$ cat config.mk
export PLATFORM = sky130hd
export DESIGN_NAME = lpws_slot_cmp
export DESIGN_NICKNAME = d
export VERILOG_FILES = /design/src/assert_macros.svh /design/src/lpws_pkg.sv /design/src/lpws_slot_cmp.sv
export SDC_FILE = /design/constraint.sdc
export NUM_CORES = 1
export LEC_CHECK = 0
export BUFFER_PORTS_ARGS = -buffer_cell sky130_fd_sc_hd__buf_2
export CAP_MARGIN = 20
export CORE_AREA = 10 10 184 186
export DETAILED_ROUTE_END_ITERATION = 10
export DIE_AREA = 0 0 194 196
export GPL_TIMING_DRIVEN = 0
export RECOVER_POWER = 100
export SYNTH_ARGS = -nofsm -noshare
export SYNTH_HDL_FRONTEND = slang
export SYNTH_SLANG_ARGS = --single-unit
$ cat constraint.sdc
create_clock -name vclk -period 2.4
set_clock_uncertainty 0.05 [all_clocks]
set_input_delay 0.48 -clock vclk [all_inputs]
set_output_delay 0.48 -clock vclk [all_outputs]
set_load 0.02 [all_outputs]
$ cat src/assert_macros.svh
// assertion macros included by the word set top module
`ifndef ASSERT_MACROS_SVH
`define ASSERT_MACROS_SVH
`ifndef SYNTHESIS
// checked under reset guard
`define LPWS_ASSERT(label, clk, rst, prop, msg) \
   label: assert property (@(posedge clk) disable iff (rst) prop) else $error(msg);
// checked at every edge, reset included
`define LPWS_ASSERT_ALWAYS(label, clk, prop, msg) \
   label: assert property (@(posedge clk) prop) else $error(msg);
`else
`define LPWS_ASSERT(label, clk, rst, prop, msg)
`define LPWS_ASSERT_ALWAYS(label, clk, prop, msg)
`endif
`endif

$ cat src/lpws_pkg.sv
// types, codes and helpers of the linear probing word set
package lpws_pkg;

   localparam int LOG2_SLOTS        = 10;
   localparam int SLOT_COUNT        = 1 << LOG2_SLOTS;
   localparam int MAX_WORD_BYTES    = 22;
   localparam int MIN_CAPACITY_LOG2 = 4;
   localparam int TEXT_BYTES        = 22;
   localparam int TEXT_BITS         = TEXT_BYTES * 8;
   localparam int COUNT_WIDTH       = 11;
   localparam int SLOT_INDEX_WIDTH  = 10;
   localparam int CAP_LOG2_WIDTH    = 4;
   localparam int CSR_INDEX_WIDTH   = 2;
   localparam int CSR_DATA_WIDTH    = 11;

   localparam logic [CSR_INDEX_WIDTH-1:0] CSR_CAPACITY_LOG2 = 2'd0;
   localparam logic [CSR_INDEX_WIDTH-1:0] CSR_LOAD_LIMIT    = 2'd1;

   localparam logic [CAP_LOG2_WIDTH-1:0] CAPACITY_LOG2_RESET = 4'd10;
   localparam logic [COUNT_WIDTH-1:0]    LOAD_LIMIT_RESET    = 11'd768;
   localparam logic [COUNT_WIDTH-1:0]    COUNT_MAX           = '1;

   localparam logic MODE_INSERT = 1'b0;
   localparam logic MODE_CLEAR  = 1'b1;

   localparam logic [2:0] STATUS_INSERTED  = 3'd0;
   localparam logic [2:0] STATUS_DUPLICATE = 3'd1;
   localparam logic [2:0] STATUS_FULL      = 3'd2;
   localparam logic [2:0] STATUS_TOO_LONG  = 3'd3;
   localparam logic [2:0] STATUS_CLEARED   = 3'd4;

   typedef struct packed {
      logic        mode;
      logic [63:0] key_hash;
      logic [4:0]  key_length;
      logic [63:0] text_bytes_low;
      logic [63:0] text_bytes_mid;
      logic [47:0] text_bytes_high;
   } req_type;

   typedef struct packed {
      logic [2:0]                  status;
      logic [SLOT_INDEX_WIDTH-1:0] slot_index;
      logic [COUNT_WIDTH-1:0]      entry_count;
      logic                        limit_reached;
   } rsp_type;

   // one table slot as kept in the ram
   typedef struct packed {
      logic                 valid;
      logic [63:0]          key_hash;
      logic [4:0]           key_length;
      logic [TEXT_BITS-1:0] text;
   } entry_type;

   localparam int ENTRY_WIDTH = $bits(entry_type);

   typedef struct packed {
      logic is_free;
      logic is_match;
   } probe_result_type;

   // zero the bytes at and past the word length
   function automatic logic [TEXT_BITS-1:0] keep_text(input logic [TEXT_BITS-1:0] text,
                                                      input logic [4:0] len);
      logic [TEXT_BITS-1:0] kept;
      kept = '0;
      for (int i = 0; i < TEXT_BYTES; i++) begin
         if (5'(i) < len) begin
            kept[i*8 +: 8] = text[i*8 +: 8];
         end
      end
      return kept;
   endfunction

endpackage

$ cat src/lpws_slot_cmp.sv
// slot compare unit: tells whether a probed slot is free or holds the key
module lpws_slot_cmp (
   input  lpws_pkg::entry_type        stored,
   input  lpws_pkg::entry_type        key,
   output lpws_pkg::probe_result_type result
);
   import lpws_pkg::*;

   assign result.is_free  = !stored.valid;
   assign result.is_match = stored.valid &&
                            stored.key_hash == key.key_hash &&
                            stored.key_length == key.key_length &&
                            stored.text == key.text;

endmodule

# Yosys cells after proc, flatten, opt, wreduce, memory -nomap -nowiden
# Cells that the tools add are included.
[word_totals]
ff_bits = 0
output_inout_bits = 2
[classes]
eq_ne = 3
reduce_logical = 4
[ops]
columns = ["cell", "count"]
rows = [
  ["== test 176 bit", 1],
  ["== test 64 bit", 1],
  ["== test 5 bit", 1],
  ["logical AND 1 bit", 3],
  ["zero test 1 bit", 1],
]

# Longest topological paths before layout
# Gate-level depths: netlist of the first run.
[logic_depth]
depth_word = 4
mapped_depth = 6
mapped_depth_nobuf = 6

# Worst setup path after synthesis of the first run
# Ideal clock, no wire load.
[synth_timing]
path_type = "in2out"
from = "input port key[229] (netlist name)"
to = "output port result[0] (netlist name)"
arrival_time_ns = 1.929
n_path_buf = 0
required_ns = 1.870
path_stages = 6
path_slack_ns = -0.059
path_cell_list = "nor2b_1 -> a2111o_1 -> a2111oi_2 -> nand4_1 -> nor4_1 -> and4_1"
[synth_rtl]
columns = ["item", "line_no", "source"]
rows = [
  ["from (decl)", "lpws_slot_cmp.sv:4", "input lpws_pkg::entry_type key,"],
  ["to (decl)", "lpws_slot_cmp.sv:5", "output lpws_pkg::probe_result_type result"],
]

==> metrics, run 1 <==
routed len/inst 21.5 um; Reg area 0 sq um; First DRT Iteration DRCs 202; post-synthesis simple-gate area fraction 0.259; Synthesis Warnings 0; DP HPWL 27,800 um; outcome complete, but fails checks; gate count of the mapped netlist 453; gr ovfl total 0; Min-Delay Path Class primary input to output port; fin nets 1,442; RSZ-0062 raised after global routing yes; slowest cell on the critical path a2111o_1; placed cells 1,343; failing checks negative setup slack; DRC 0; First-pass DRT Iterations 4; total track usage 0.137; Crit path top cell by count buf_6; DIE AREA 38,000 sq um; Area contributors post-synth xor2_1 (22%), xnor2_1 (17%), inv_1 (12%), nor4_1 (7.1%), o22ai_1 (6.9%); post-layout min period 3.03 ns; Post-Synth XOR/XNOR Area 0.388; Critical Path AT 2.50 ns; port buffer count 493; crit end category output port; post-synthesis sequential area ratio 0; Max Freq 0.330 GHz; most frequent cells in the layout buf_2 (488), inv_1 (95), xor2_1 (78); Slew HR 0.515; Syn Area/Cell 6.82 sq um; CP Data Required Time 1.87 ns; max incr delay on CP 0.47 ns; fin. max-slew vios 0; starting density of the core 0.102; drt via density 3.88; startpoint types primary input; GPL Wtd Cong 0.859; Synth Cell Area 3090 sq um; crit-path leading delay family compound AO/OA/AOI/OAI gates; chip height 196 um; most common cell after layout, fill and taps aside buf_2; row count 64; multiplexer share of the synthesized area 0; Core Area 30,300 sq um; setup TNS -0.634 ns; synth unique cells 29; worst hold start stored[245]; post-synth net total 945; cells along the critical path buf_6 -> and2b_1 -> a2111o_1 -> a2111oi_4 -> nand4_1 -> nor3_2 -> and4_4 -> buf_6; Max FO, Critical Path 2; Buf/Inv on CP 2; area leader, netlist xor2_1; hold_ws 1.21 ns; first-pass GRT wire length 38,500 um; vias in the first global route 5,855; Least-Margin Pin Slew 0.725 ns; Area after DPL 6060 sq um; post-synthesis adder-cell area fraction 0; clock buf count 0; post-route cell area 6220 sq um; num sequential 0; final setup fails 1; WL final 28,900 um; IO Pins 494; initial antenna violation count 4; combinational family with the most area after synthesis XOR/XNOR gates; Hold Path Sink result[1]; Routed Antenna Nets 0; Yosys top cell area share 0.221; share of cells above drive strength 1 0.537; Hold-fix buffers, CTS 0; fin worst setup slack -0.634 ns; Hold Crit Depth 3; DIE WIDTH 194 um; # Max-Cap Violations 0; compound-gate portion of the synthesized area 0.237; Final Hold Vio Count 0; worst setup path category primary input to output port; Area Growth Syn to Fin 101%; largest net degree at the start of global routing 3; Non-Filler Instances 1,346; routed vias 5,216; Final Cycle Share 1.26
-- final cells by class --
cell class | count | area [sq um]
timing repair buffer | 495 | 2510
antenna | 2 | 5.00
multi-input combinational | 358 | 2850
tap | 396 | 495
fill | 3468 | 24100
inverter | 95 | 357
-- metrics by stage --
step | setup slack (ns) | utilization
detailed placement | -1.32 | 0.200
global placement | -1.60 | 0.200
finish | -0.634 | 0.205
floorplan | 0.0149 | -
global route | -0.795 | 0.205
CTS | -0.781 | 0.204
-- worst max-delay path by stage --
| stage | depth (start not counted) | start | slack, ns | to |
|---|---|---|---|---|
| 6_report | 8 | stored[229] | -0.63 | result[0] |
| 4_1_cts | 8 | key[75] | -0.78 | result[0] |
| 3_5_place_dp | 8 | key[153] | -1.32 | result[0] |
| 3_3_place_gp | 8 | stored[102] | -1.60 | result[0] |
| 2_1_floorplan | 6 | key[229] | 0.01 | result[0] |
| 5_1_grt | 8 | stored[229] | -0.80 | result[0] |
-- tightest hold or removal path: stages --
cell and delay (ns):
buf_2 0.07, inv_1 0.05, clkbuf_1 0.17
-- cell usage after synthesis, drive strengths merged --
cell type / instances
inv: 95
nor4bb: 1
o2bb2ai: 8
o221ai: 1
a2111o: 5
or2b: 1
nor2b: 24
a2111oi: 8
a21oi: 4
o2111ai: 9
nor2: 3
and4: 2
xnor2: 59
a221oi: 9
and2b: 3
nand2b: 26
a21o: 1
a2bb2oi: 2
nor3: 3
nand4: 26
nor4: 35
o22ai: 34
nand3: 3
a22o: 8
and3: 1
a22oi: 4
xor2: 78
-- metal layers --
metal	GRT usage	up-vias	part of all wire
met1	0.169	2294	0.41
met2	0.250	290	0.51
met3	0.0285	12	0.075
met5	0	-	0.0014
li1	-	2614	-
met4	0.00570	6	0.0044
-- kinds of logic after synthesis --
family,Yosys count
compound gates,93
buf+inv,95
xor+xnor,137
simple gates,128
-- timing repair --
item                                    CTS  global route
buffers inserted                          0             1
endpoints found under the setup margin    1             1
gates resized for setup                  21             4
pin swaps                                 8             4
==> inputs of run 2 (changes only) <==
--- a/config.mk
+++ b/config.mk
@@ -7,9 +7,9 @@
 export LEC_CHECK = 0
 export BUFFER_PORTS_ARGS = -buffer_cell sky130_fd_sc_hd__buf_2
 export CAP_MARGIN = 20
-export CORE_AREA = 10 10 184 186
+export CORE_AREA = 10 10 183 185
 export DETAILED_ROUTE_END_ITERATION = 10
-export DIE_AREA = 0 0 194 196
+export DIE_AREA = 0 0 193 195
 export GPL_TIMING_DRIVEN = 0
 export RECOVER_POWER = 100
 export SYNTH_ARGS = -nofsm -noshare
==> constraint.sdc (replaced) <==
create_clock -name vclk -period 2.68
set_clock_uncertainty 0.05 [all_clocks]
set_input_delay 0.536 -clock vclk [all_inputs]
set_output_delay 0.536 -clock vclk [all_outputs]
set_load 0.01 [all_outputs]
==> metrics, run 2 (synthesis gave the netlist of run 1 again) <==
outcome complete, but fails checks; failing checks negative setup slack; startpoint types primary input; routed len/inst 22.1 um (+2.7%); crit-path leading delay family simple AND/OR/NAND/NOR gates; worst vdd ir 0.0449 mV; CP Data Required Time 2.09 ns (+0.22 ns); Non-Filler Instances 1,345 (-0.074%); drt via density 3.96 (+2.2%); First DRT Iteration DRCs 156 (-23%); fin worst setup slack -0.554 ns (+0.0796 ns); Critical Path AT 2.65 ns (+0.15 ns); Crit path top cell by count buf_6; Area after DPL 6070 sq um (about the same); starting density of the core 0.103 (+0.000817); vias in the first global route 6,129 (+4.7%); DIE WIDTH 193 um (-0.52%); fin. max-slew vios 0 (unchanged); DP HPWL 28,500 um (+2.5%); total power 912 uW; DIE AREA 37,600 sq um (-1.0%); Max Freq 0.309 GHz; post-layout min period 3.23 ns; final setup fails 1 (unchanged); Buf/Inv on CP 2 (unchanged); Least-Margin Pin Slew 0.786 ns (+0.0612 ns); crit end category output port; Reg area 0 sq um (unchanged); total track usage 0.142 (+0.00470); setup TNS -0.554 ns (+0.0796 ns); RSZ-0062 raised after global routing yes; most frequent cells in the layout buf_2 (491), inv_1 (95), xor2_1 (78); Area Growth Syn to Fin 100%; worst setup path category primary input to output port; slowest cell on the critical path a2111o_1; Final Cycle Share 1.21; chip height 195 um (-0.51%); Levels on crit path 8 (unchanged); hold_ws 1.26 ns (+0.0514 ns); most common cell after layout, fill and taps aside buf_2; clock buf count 0 (unchanged); Hold-fix buffers, CTS 0 (unchanged); # Max-Cap Violations 0 (unchanged); Slew HR 0.471 (-0.0444); IO Pins 494 (unchanged); Routed Antenna Nets 0 (unchanged); post-route cell area 6180 sq um (-0.56%); largest net degree at the start of global routing 3 (unchanged); share of cells above drive strength 1 0.532 (-0.00471); fin nets 1,441 (-0.069%); critical path startpoint key[5]; WL final 29,700 um (+2.6%); gr ovfl total 0 (unchanged); routed vias 5,328 (+2.1%); row count 64 (unchanged); Core Area 30,000 sq um (-0.79%); port buffer count 493 (unchanged); Max FO, Critical Path 2 (unchanged); Hold Crit Depth 3 (unchanged); DRC 0 (unchanged); First-pass DRT Iterations 4 (unchanged); GPL Wtd Cong 0.936 (+8.9%); Final Hold Vio Count 0 (unchanged); placed cells 1,343 (unchanged); setup bufs post-CTS 0 (unchanged); num sequential 0 (unchanged); initial antenna violation count 5 (+1); worst hold start stored[245]; Power Density 148 nW/um^2; Min-Delay Path Class primary input to output port; cells along the critical path buf_6 -> nor2b_1 -> a2111o_1 -> a2111oi_4 -> nand4_1 -> nor4_4 -> and4_1 -> buf_6; max incr delay on CP 0.48 ns (about the same); first-pass GRT wire length 38,800 um (+0.65%); Lkg Pwr 0.00330 uW
==> run 2: cell types whose count changed in the layout (fill, tap and decap cells not counted), sizes merged <==
| cell | change |
|---|---|
| buf | -1 |
==> run 2: metal layers <==
metal,global-route usage,wire length [um]
met3,0.0394,3100
met5,0,47
met2,0.272,15100
met4,0.0165,444
met1,0.153,11000
==> run 2: where the power goes <==
group	internal, uW	switching (uW)	leakage [uW]
Sequential	0	0	0
Combinational	468	444	0.00330
Clock	0.0000998	0	0.0000000127
Total	468	444	0.00330
==> run 2: metrics by stage <==
stage / utilization / worst slack (ns)
after detailed placement: 0.202 / -1.16
final: 0.206 / -0.554
after CTS: 0.206 / -0.644
after global routing: 0.206 / -0.642
after global placement: 0.202 / -1.28
after floorplan: - / 0.176
==> run 2: repair_timing <==
action / 4_1_cts / 5_1_grt
resized for setup: 18 / 0
endpoints found under the setup margin: 1 / 1
cloned: 0 / 0
pin swaps: 6 / 1
==> run 2: final cells by class <==
type / instances / area, sq um
Antenna cell: 2 / 5.00
Timing Repair Buffer: 494 / 2480
Tap cell: 396 / 495
Inverter: 95 / 357
Multi-Input combinational cell: 358 / 2840
Fill cell: 3450 / 23800
==> run 2: path summary, 6_finish.rpt <==
| check | to | slack, ns |
|---|---|---|
| worst min-delay path | result[1] | 1.26 |
| worst max-delay path | result[0] | -0.55 |
Power figures use the tool's default switching activity.
