<file path="src/assert_macros.svh">
// assertion macros included by the word set top module
`ifndef ASSERT_MACROS_SVH
`define ASSERT_MACROS_SVH
`ifndef SYNTHESIS
// checked under reset guard
`define LPWS_ASSERT(label, clk, rst, prop, msg) \
   label: assert property (@(posedge clk) disable iff (rst) prop) else $error(msg);
// checked at every edge, reset included
`define LPWS_ASSERT_ALWAYS(label, clk, prop, msg) \
   label: assert property (@(posedge clk) prop) else $error(msg);
`else
`define LPWS_ASSERT(label, clk, rst, prop, msg)
`define LPWS_ASSERT_ALWAYS(label, clk, prop, msg)
`endif
`endif

</file>
<file path="src/lpws_ram.sv">
// generic single write, single read ram with registered read data
module lpws_ram #(
   parameter int WIDTH = 8,
   parameter int DEPTH = 16
) (
   input  logic                     clock,
   input  logic                     write_enable,
   input  logic [$clog2(DEPTH)-1:0] write_address,
   input  logic [WIDTH-1:0]         write_data,
   input  logic [$clog2(DEPTH)-1:0] read_address,
   output logic [WIDTH-1:0]         read_data
);

   logic [WIDTH-1:0] mem_ff [DEPTH];
   logic [WIDTH-1:0] read_data_ff;

   always_ff @(posedge clock) begin
      if (write_enable) begin
         mem_ff[write_address] <= write_data;
      end
      read_data_ff <= mem_ff[read_address];
   end

   assign read_data = read_data_ff;

endmodule

</file>
<file path="config.mk">
export PLATFORM = sky130hd
export DESIGN_NAME = lpws_ram
export DESIGN_NICKNAME = d
export VERILOG_FILES = /design/src/assert_macros.svh /design/src/lpws_ram.sv
export SDC_FILE = /design/constraint.sdc
export NUM_CORES = 1
export LEC_CHECK = 0
export ABC_AREA = 1
export BUFFER_PORTS_ARGS = -buffer_cell sky130_fd_sc_hd__buf_4
export CAP_MARGIN = 25
export CORE_ASPECT_RATIO = 2
export CORE_UTILIZATION = 47
export CTS_CLUSTER_SIZE = 10
export DETAILED_ROUTE_END_ITERATION = 12
export PLACE_DENSITY = 0.61
export REMOVE_ABC_BUFFERS = 1
export SKIP_LAST_GASP = 1
export SLEW_MARGIN = 20
export SYNTH_ARGS = -nofsm -noshare
export SYNTH_HDL_FRONTEND = slang
export SYNTH_SLANG_ARGS = --single-unit
</file>
<file path="constraint.sdc">
create_clock -name clock -period 1.68 [get_ports clock]
set_clock_uncertainty 0.15 [all_clocks]
set_input_delay 0.168 -clock clock [delete_from_list [all_inputs] [get_ports clock]]
set_output_delay 0.168 -clock clock [all_outputs]
set_load 0.1 [all_outputs]
</file>
**After elaboration in Yosys (flattened, before gate mapping)**

Memory sizes are Yosys's and may differ from the RTL's. A register that Yosys moved wholly into a read port is not among the register bits.
Index checks and enable logic that the tools add are counted.

- Add/subtract/negate cells: 0
- $mul: 0
- Div/mod/pow operators: 0
- Order comparisons: 0
- Equality and inequality tests: 0
- Shifts and indexed selects: 0
- Muxes and demuxes: 2
- Bitwise operators: 0
- Reductions and logical operators: 0

Operators by type and width:

| kind | count |
|---|---|
| $mux 1 | 2 |

- Bits in registers: 0
- Bits in latches: 0
- Memory bits (writable): 128
- Bits in read-only memories: 0
- Input port bits: 18
- Output and inout port bits: 8
- Logic and storage cells: 3
- Memories: 1

Memory list:

| memory | depth | bits a word | rd ports | clocked after memory_dff | write ports | line | RTL |
|---|---|---|---|---|---|---|---|
| mem_ff | 16 | 8 | 1 | 1 | 1 | lpws_ram.sv:14 | `logic [WIDTH-1:0] mem_ff [DEPTH];` |

**Depth between registers and ports, before layout**

Gate-level depths: netlist of run 1.

- Word-level depth: 2
- Gate-level depth with buffers: 8

**Worst setup path after synthesis of run 1**

No wires, ideal clock.

- Path type: input -> register
- From: in write_address[2]
- To: mem mem_ff[10][0], enable pin
- Data arrival time: 0.749 ns
- Data required time: 1.160 ns
- Path slack: 0.411 ns
- Cell stages on the path: 2
- Cells stage by stage: nand3b_1 -> nor2_1

RTL lines:

| what | line | RTL |
|---|---|---|
| start: declaration | lpws_ram.sv:8 | `input logic [$clog2(DEPTH)-1:0] write_address,` |
| end: declaration | lpws_ram.sv:14 |  |

Straight into the memory's write port.

**Worst setup path in the final report of run 1**

- From: reg read_data_ff[5] (netlist: read_data[5]) (read register of mem_ff)
- To: out read_data[5]

RTL lines:

| what | line | RTL |
|---|---|---|
| start: declaration | lpws_ram.sv:15 | `logic [WIDTH-1:0] read_data_ff;` |
| end: declaration | lpws_ram.sv:11 | `output logic [WIDTH-1:0] read_data` |

No word-level cell between the ends.

==> summary.md, run 1 <==
| Metric | Value |
|---|---|
| Status | completed |
| Via count | about 4000 |
| Reg clk slew, reported paths | 50 ps |
| Yosys cell types | 12 |
| Largest buffer count on any clock path | 2 |
| Seq cells post-synth | between 100 and 150 |
| Initial antenna violation count | 0 |
| Setup WS post-layout | around 300 ps |
| RSZ-0062 raised after global routing | false |
| H-tree levels | 4 |
| Worst path top cell family by delay | flip-flops |
| Worst VDD drop | between 700 and 800 uV |
| WP buf/inv | 1 |
| CTS Buf Count | 17 |
| Post-synthesis sequential area ratio | 69.4% |
| Worst Path Max Fanout | 1 |
| Vias in the first global route | slightly below 4000 |
| Final #Nets | just over 600 |
| Pin slew with the least headroom to its limit | 327 ps |
| Cell Chain, Critical Path | buf_4 |
| WS Path Type | register to output port |
| Top-area cell type share of the netlist area | 66.7% |
| Tmin final | 1380 ps |
| CP max-delay cell | dfxtp_1 |
| Final ANT Viol Nets | 0 |
| Hold WC Path Type | input port to register |
| Drt drc | 0 |
| Total clock sinks | 136 |
| Max Freq | just over 700 MHz |
| Number of max-cap violations | 0 |
| Most numerous cell in the Yosys netlist | nand2_1 |
| Rel. slew slack | about four fifths |
| Die H | 159 um |
| Chip width | between 80 and 90 um |
| I/O Buffers | 25 |
| GPL Wtd Cong | 0.882 |
| Power density cells | around 1100 nW/um^2 |
| Most frequent cells after synthesis | nand2_1, edfxtp_1, inv_1, nand3_1, nor2_1 |
| CTS Root Cell | clkbuf_16 |
| Crit share post-route | 82.0% |
| Total wire length | around 13000 um |
| Initial DRC count | about 190 |
| Diodes inserted | 0 |
| Synth async-reset ratio | 0% |
| Post-CTS setup buffers | 0 |
| # IOs | 26 |
| Endpoint class of the critical path | output port |
| Type of origin of the critical path | register |
| Core ar. | around 12000 um^2 |
| EDFF count, synth | 128 |
| Synth top area cells | edfxtp_1, nand2_1, nand3_1 |
| WP data arrival | roughly 1100 ps |
| P_leak | between 2 and 3 nW |
| Yosys warning count | 0 |
| Synth Cell Area | 5770 um^2 |
| Num rows | 56 |
| Die area | 12700 um^2 |
| Max Slew Vio Count | 0 |
| Syn_area_per_cell | around 10 um^2 |
| Post-place setup slack | 247 ps |
| WL/cell | ~18 um |
| Synth-to-Final Area Change | 17.9% |
| TritonCTS clock tree | yes |
| Pin count of the biggest net entering global routing | 57 |
| Initial Util | 48.7% |
| Share of layout cells above drive strength 1 | approximately an eighth |
| Fill count | between 1000 and 1500 |
| Drt via density | ~5.1 |
| Total power | 7.78 mW |
| First-pass GRT wire length | roughly 21000 um |
| Most used flip-flop cell after synthesis | edfxtp_1 |
| DP HPWL | approximately 9000 um |
| Dominant cell type by area after synthesis | edfxtp_1 |
| Cell count after synthesis | 551 |
| Max stage delay on crit path | 350 ps |
| Tot GR Track Use | 23.8% |
| Final setup violation count | 0 |
| Sum Neg Setup Slack | 0 ps |
| Final Hold Vio Count | 0 |
| Total gr overflow | 0 |
| Clock latency on the worst-skew pair | just over 400 ps |
| Pre-antenna DRT Iters | 4 |
| Worst path required time | ~1400 ps |
## worst paths after layout
kind | from | end | slack (ps) | cells after the start
max | read_data[5]$_DFF_P_ | read_data[5] | 300 | 1
min | read_address[1] | read_data[1]$_DFF_P_ | 120 | 5
max reg2reg | mem_ff[11][1]$_DFFE_PP_ | read_data[1]$_DFF_P_ | 460 | 6
min reg2reg | mem_ff[14][4]$_DFFE_PP_ | read_data[4]$_DFF_P_ | 520 | 6
## where the power goes
part	switching (mW)	internal (mW)	leakage, nW	total [mW]
Sequential	0.0245	3.79	1.22	3.82
Combinational	0.489	0.187	1.49	0.676
Clock	1.30	1.99	0.249	3.29
## through the flow
step	cells	area (um^2)	util (%)	hold WS [ps]
global placement	720	6190	52.3	350
detailed placement	720	6190	52.3	343
finish	759	6800	57.4	119
global route	759	6800	57.4	141
floorplan	527	5600	-	117
CTS	759	6800	57.4	108
## cells by family after synthesis
family | count (synthesis) | synth area share, %
buf+inv | 126 | 9.52
flops | 136 | 69.4
simple gates | 289 | 21.0
## what timing repair did
| action | in CTS | in global routing |
|---|---|---|
| gates resized for setup | 0 | 0 |
| hold buffers | 9 | 0 |
| endpoints found under the hold margin | 132 | 0 |
## flip-flops by register name (all words and copies together) (netlist names)
name,cells
mem_ff,128
read_data,8
## layer usage
metal	track usage [%]	vias up	part of all wire, %
met5	0	-	0
li1	-	1871	-
met4	11.0	0	2.8
met2	43.8	119	55
met3	4.18	24	3.8
met1	25.8	1881	38
## cell type report
| type | instances | area, um^2 | share of cell area (%) |
|---|---|---|---|
| clock buffer | 19 | 433 | 6.37 |
| clock inverter | 11 | 85.1 | 1.25 |
| inverter | 102 | 383 | 5.63 |
| multi-input combinational | 289 | 1210 | 17.8 |
| sequential | 136 | 4000 | 58.9 |
| tap | 145 | 181 | 2.67 |
| timing repair buffer | 57 | 500 | 7.36 |
## cell usage in the layout, fill, tap and decap left out, drive strengths merged
cell,n
clkinvlp,3
dlygate4sd3,9
nand2,173
clkbuf,19
edfxtp,128
nor2,17
nand3b,2
nand3,97
clkinv,7
dfxtp,8
buf,48
bufinv,1
inv,102
(Power assumes the default switching activity.)
==> run 2, diff against run 1 <==
Settings changed: PLACE_DENSITY 0.61 to 0.63.
Clock period 1.68 ns to 1.2 ns, I/O delays scaled along.
==> run 2 against run 1 <==
- the flow now finishes with violations (setup timing)
- critical path type unchanged
- total power rose by 51%
- clock power rose by 63%
- sequential cell count did not move
- global-route usage fell by 1.1 points
- final cell count rose by 1.8%
- via count rose by 0.49%
- combinational power rose by 54%
- highest routed layer unchanged
- wire length fell by 5.1%
- largest cell class unchanged
==> summary.md, run 2 (synthesized netlist as in run 1, its figures left out) <==
| Metric | Value |
|---|---|
| Die H | ~160 um |
| First-pass GRT wire length | slightly below 20000 um |
| GPL Wtd Cong | 0.807 |
| Total wire length | about 13000 um |
| CTS Buf Count | 17 |
| Chip width | 80.3 um |
| Core ar. | between 10000 and 15000 um^2 |
| Setup WS post-layout | -45.0 ps |
| Pin count of the biggest net entering global routing | 42 |
| Via count | a little under 4000 |
| Largest register by flop count | mem_ff |
| Max stage delay on crit path | roughly 380 ps |
| Pre-antenna DRT Iters | 6 |
| Initial Util | 48.7% |
| Hold WC Path Type | input port to register |
| Max Freq | between 800 and 900 MHz |
| Diodes inserted | 0 |
| Clock share of power | between 40% and 50% |
| Power density cells | roughly 1600 nW/um^2 |
| Synth-to-Final Area Change | 24.2% |
| Final #Nets | roughly 630 |
| Sum Neg Setup Slack | -128 ps |
| P_int | approximately 9.2 mW |
| Final ANT Viol Nets | 0 |
| Commonest cells after routing, fill and taps aside | nand2_1, edfxtp_1, inv_1 |
| WP data arrival | just under 1000 ps |
| CTS Root Cell | clkbuf_16 |
| DP HPWL | between 8000 and 9000 um |
| Hold Slack | 70.1 ps |
| Rel. slew slack | a little under 80% |
| Metal1 wirelength | around 4600 um |
| # IOs | 26 |
| Final Hold Vio Count | 0 |
| Worst path required time | a little over 900 ps |
| RSZ-0062 raised after global routing | true |
| Detailed route wirelength on metal3 | between 500 and 600 um |
| Final setup violation count | 5 |
| Violated checks | setup timing |
| Die area | approximately 13000 um^2 |
| Type of origin of the critical path | register |
| Worst Path Max Fanout | 1 |
| Max reg flops | between 100 and 150 |
| WP buf/inv | 1 |
| Reg clk slew, reported paths | 60 ps |
| H-tree levels | 4 |
| Num rows | 56 |
| Worst VDD drop | roughly 1400 uV |
| Largest buffer count on any clock path | 2 |
| Status | complete, but fails checks |
| Tmin final | approximately 1200 ps |
| Sw frac | 22.4% |
| Sequential share of power | 45.6% |
| Max layer used | met4 |
| Pin slew with the least headroom to its limit | around 340 ps |
| Total gr overflow | 0 |
| Total clock sinks | between 100 and 150 |
| Max Slew Vio Count | 0 |
| Initial DRC count | between 200 and 250 |
| Inst Count DP | 732 |
| CP max-delay cell | dfxtp_4 |
| Drt drc | 0 |
| Post-place setup slack | -134 ps |
| Fin util | between 60 and 70% |
| Commonest non-fill, non-tap cell in the layout | nand2_1 |
| Metal2 WL | approximately 7000 um |
| Vias in the first global route | 3852 |
| Share of layout cells above drive strength 1 | roughly 17% |
| Initial antenna violation count | 0 |
| WS Path Type | register to output port |
| Post-CTS setup buffers | 0 |
| Tot GR Track Use | between 20% and 30% |
| Gate power share | 8.8% |
| P_sw | around 2.6 mW |
| Worst path top cell family by delay | flip-flops |
| TritonCTS clock tree | yes |
| Drt via density | just over 5 |
| Number of max-cap violations | 0 |
| WL/cell | ~17 um |
| Non-filler instance count after layout | roughly 770 |
| P_leak | slightly above 3 nW |
| Crit share post-route | 104% |
| Cell Chain, Critical Path | buf_12 |
| Endpoint class of the critical path | output port |
| Clock latency on the worst-skew pair | about 420 ps |
| I/O Buffers | 25 |
[run 2: changes by cell type in the layout (fill, tap and decap cells not counted), sizes merged]
| cell | previous run | this run |
|---|---|---|
| clkinv | 7 | 4 |
| bufinv | 1 | 4 |
| clkinvlp | 3 | 5 |
| buf | 48 | 60 |
[run 2: power groups by stage]
stage / registers [mW] / clock network (mW) / logic, mW
CTS: 5.38 / 5.43 / 1.05
floorplan: 5.66 / 0 / 0.287
global placement: 5.45 / 0 / 0.930
finish: 5.38 / 5.37 / 1.04
global route: 5.38 / 5.62 / 1.13
detailed placement: 5.45 / 0 / 0.941
[run 2: metrics by stage]
stage / cell area (um^2) / total power [mW]
finish: 7160 / 11.8
global route: 7160 / 12.1
CTS: 7140 / 11.9
detailed placement: 6320 / 6.39
global placement: 6320 / 6.38
floorplan: 5600 / 5.95
[run 2: path summary, 6_finish.rpt]
kind,cells after the start,startpoint,to,slack (ps)
setup / recovery,1,read_data[2]$_DFF_P_,read_data[2],-50
hold reg to reg,6,mem_ff[10][0]$_DFFE_PP_,read_data[0]$_DFF_P_,500
setup reg to reg,6,mem_ff[0][1]$_DFFE_PP_,read_data[1]$_DFF_P_,90
hold / removal,5,read_address[2],read_data[3]$_DFF_P_,70
[run 2: metal layers]
| metal | track usage [%] | up-vias |
|---|---|---|
| met5 | 0 | - |
| met3 | 4.93 | 40 |
| met1 | 23.8 | 1865 |
| met4 | 16.3 | 0 |
| li1 | - | 1898 |
| met2 | 39.2 | 111 |
[run 2: final cells by class]
type	count	area (um^2)
inverter	102	383
timing repair buffer	69	728
fill	957	4680
tap	145	181
clock buffer	19	433
multi-input combinational	289	1230
sequential	136	4020
clock inverter	13	181
[run 2: what timing repair did]
action / 4_1_cts / 5_1_grt
gates resized for setup: 35 / 4
setup endpoints to repair: 8 / 10
endpoints found under the hold margin: 136 / 0
hold buffers: 9 / 0
==> run 3, diff against run 2 <==
Settings changed: SETUP_SLACK_MARGIN set to 0.5.
==> run 3 against run 2 <==
- final area is 6.6% higher
- the run ends with hold timing, setup timing left
- sequential share of layout area down 3.5 points
- register-to-register slack improved by 30 ps
- critical endpoint is now read_data[4]
- critical path type unchanged
- sequential cell count did not move
==> summary.md, run 3 (synthesized netlist as in run 1, its figures left out) <==
| Metric | Value |
|---|---|
| Status | complete, but fails checks |
| Violated checks | hold timing, setup timing |
| Endpoint class of the critical path | output port |
| Final #Nets | between 600 and 700 |
| Chip width | roughly 80 um |
| CTS Buf Count | 17 |
| WS Path Type | register to output port |
| First-pass GRT wire length | 20700 um |
| # IOs | 26 |
| Setup WS post-layout | -40.7 ps |
| Power density cells | approximately 1600 nW/um^2 |
| Worst VDD drop | approximately 1400 uV |
| Pin count of the biggest net entering global routing | 42 |
| Fin util | between 60 and 70% |
| Hold WC Path Type | input port to register |
| Commonest cells after routing, fill and taps aside | nand2_1, edfxtp_1, inv_1 |
| Total wire length | about 13000 um |
| Max Slew Vio Count | 0 |
| Largest register by flop count | mem_ff |
| Total gr overflow | 0 |
| Cell Chain, Critical Path | buf_12 |
| DP HPWL | 8490 um |
| Largest buffer count on any clock path | 2 |
| Initial antenna violation count | 0 |
| Commonest non-fill, non-tap cell in the layout | nand2_1 |
| RSZ-0062 raised after global routing | true |
| Max reg flops | about 130 |
| GPL Wtd Cong | between 0.8 and 0.9 |
| I/O Buffers | 25 |
| Via count | 3936 |
| Crit share post-route | 103% |
| Tmin final | about 1200 ps |
| Reg clk slew, reported paths | approximately 60 ps |
| Inst Count DP | roughly 730 |
| Tot GR Track Use | between 20% and 30% |
| Initial DRC count | between 200 and 250 |
| Core ar. | 11800 um^2 |
| Max Freq | between 800 and 900 MHz |
| Worst Path Max Fanout | 1 |
| CP max-delay cell | dfxtp_4 |
| Number of max-cap violations | 0 |
| Pre-antenna DRT Iters | 4 |
| Worst path required time | just over 900 ps |
| Final setup violation count | 5 |
| Initial Util | 48.7% |
| CTS Root Cell | clkbuf_16 |
| H-tree levels | 4 |
| Pin slew with the least headroom to its limit | 419 ps |
| Max stage delay on crit path | approximately 380 ps |
| Worst path top cell family by delay | flip-flops |
| Drt via density | roughly 5 |
| Final Hold Vio Count | approximately 140 |
| P_leak | 3.25 nW |
| Num rows | between 50 and 60 |
| Die area | between 10000 and 15000 um^2 |
| Drt drc | 0 |
| Type of origin of the critical path | register |
| WP data arrival | 970 ps |
| Fill count | 884 |
| Rel. slew slack | between 70% and 80% |
| WP buf/inv | 1 |
| Hold Slack | -121 ps |
| WL/cell | about 17 um |
| Die H | about 160 um |
| Clock latency on the worst-skew pair | 420 ps |
| Synth-to-Final Area Change | 32.4% |
| Diodes inserted | 0 |
| Share of layout cells above drive strength 1 | between 20 and 30% |
| Vias in the first global route | between 3000 and 4000 |
| TritonCTS clock tree | yes |
| Total clock sinks | ~140 |
| Final ANT Viol Nets | 0 |
| Non-filler instance count after layout | approximately 770 |
==> run 3: cell types whose count changed in the layout (fill, tap and decap cells not counted), moves of 3 or more <==
cell           delta
nor2_4           +12
nand2_1           -9
nand3_1          -45
inv_1             -3
nor2_1           -16
nand2_2           +5
buf_6            +18
dlygate4sd3_1     -9
nor2_2            +4
nand2_4           +4
buf_4            -22
nand3_2          +44
buf_8             +7
==> run 3: final timing paths <==
check                                             start                      to  slack, ps  cells past startpoint
worst max-delay path               read_data[4]$_DFF_P_            read_data[4]        -40                      1
worst min-delay path                      write_data[6]  mem_ff[5][6]$_DFFE_PP_       -120                      1
worst max register to register   mem_ff[3][5]$_DFFE_PP_    read_data[5]$_DFF_P_        120                      6
worst min register to register  mem_ff[10][3]$_DFFE_PP_    read_data[3]$_DFF_P_        510                      6
==> run 3: power breakdown <==
group	total, mW	switching [mW]	internal (mW)
Clock	5.36	1.90	3.46
Combinational	1.18	0.758	0.425
Sequential	5.38	0.0583	5.32
==> run 3: layout make-up <==
| class | count | area, um^2 | area share [%] |
|---|---|---|---|
| clock buffers | 19 | 433 | 5.67 |
| inverters | 102 | 388 | 5.08 |
| well taps | 145 | 181 | 2.38 |
| multi-input cells | 289 | 1610 | 21.1 |
| clock inverters | 13 | 181 | 2.38 |
| repair buffers | 65 | 821 | 10.8 |
| flip-flops and latches | 136 | 4020 | 52.7 |
==> run 3: metal layers <==
layer	global-route usage, %	vias to the layer above	wire length [um]
met5	0	-	0
met1	24.6	1921	4700
met3	4.87	22	526
li1	-	1895	-
met2	41.9	98	7810
met4	15.1	0	382
==> run 3: worst reg2reg max path, stage by stage (launching register included) <==
cell and delay, ps:
edfxtp_1 360, nand2_1 60, nand2_1 50, nand2_1 80, nand3_2 100, nand3_2 100, nand2_1 60
==> run 3: repair_timing <==
item / 4_1_cts / 5_1_grt
gates cloned: 0 / 0
endpoints found under the setup margin: 144 / 144
hold endpoints to repair: 136 / 136
setup buffers: 1 / 4
gates resized for setup: 110 / 53
pin swaps: 38 / 32
==> run 3: through the flow <==
step / worst slack [ps] / cell area, um^2 / hold slack, ps / power [mW] / setup TNS (ps)
6_report: -40.7 / 7630 / -121 / 11.9 / -112
3_5_place_dp: -134 / 6320 / 305 / 6.39 / -7000
2_1_floorplan: -50.5 / 5600 / 68.9 / 5.95 / -1680
5_1_grt: -71.3 / 7630 / -126 / 12.3 / -284
4_1_cts: -65.0 / 7350 / -142 / 11.9 / -283
3_3_place_gp: -126 / 6320 / 300 / 6.38 / -4710
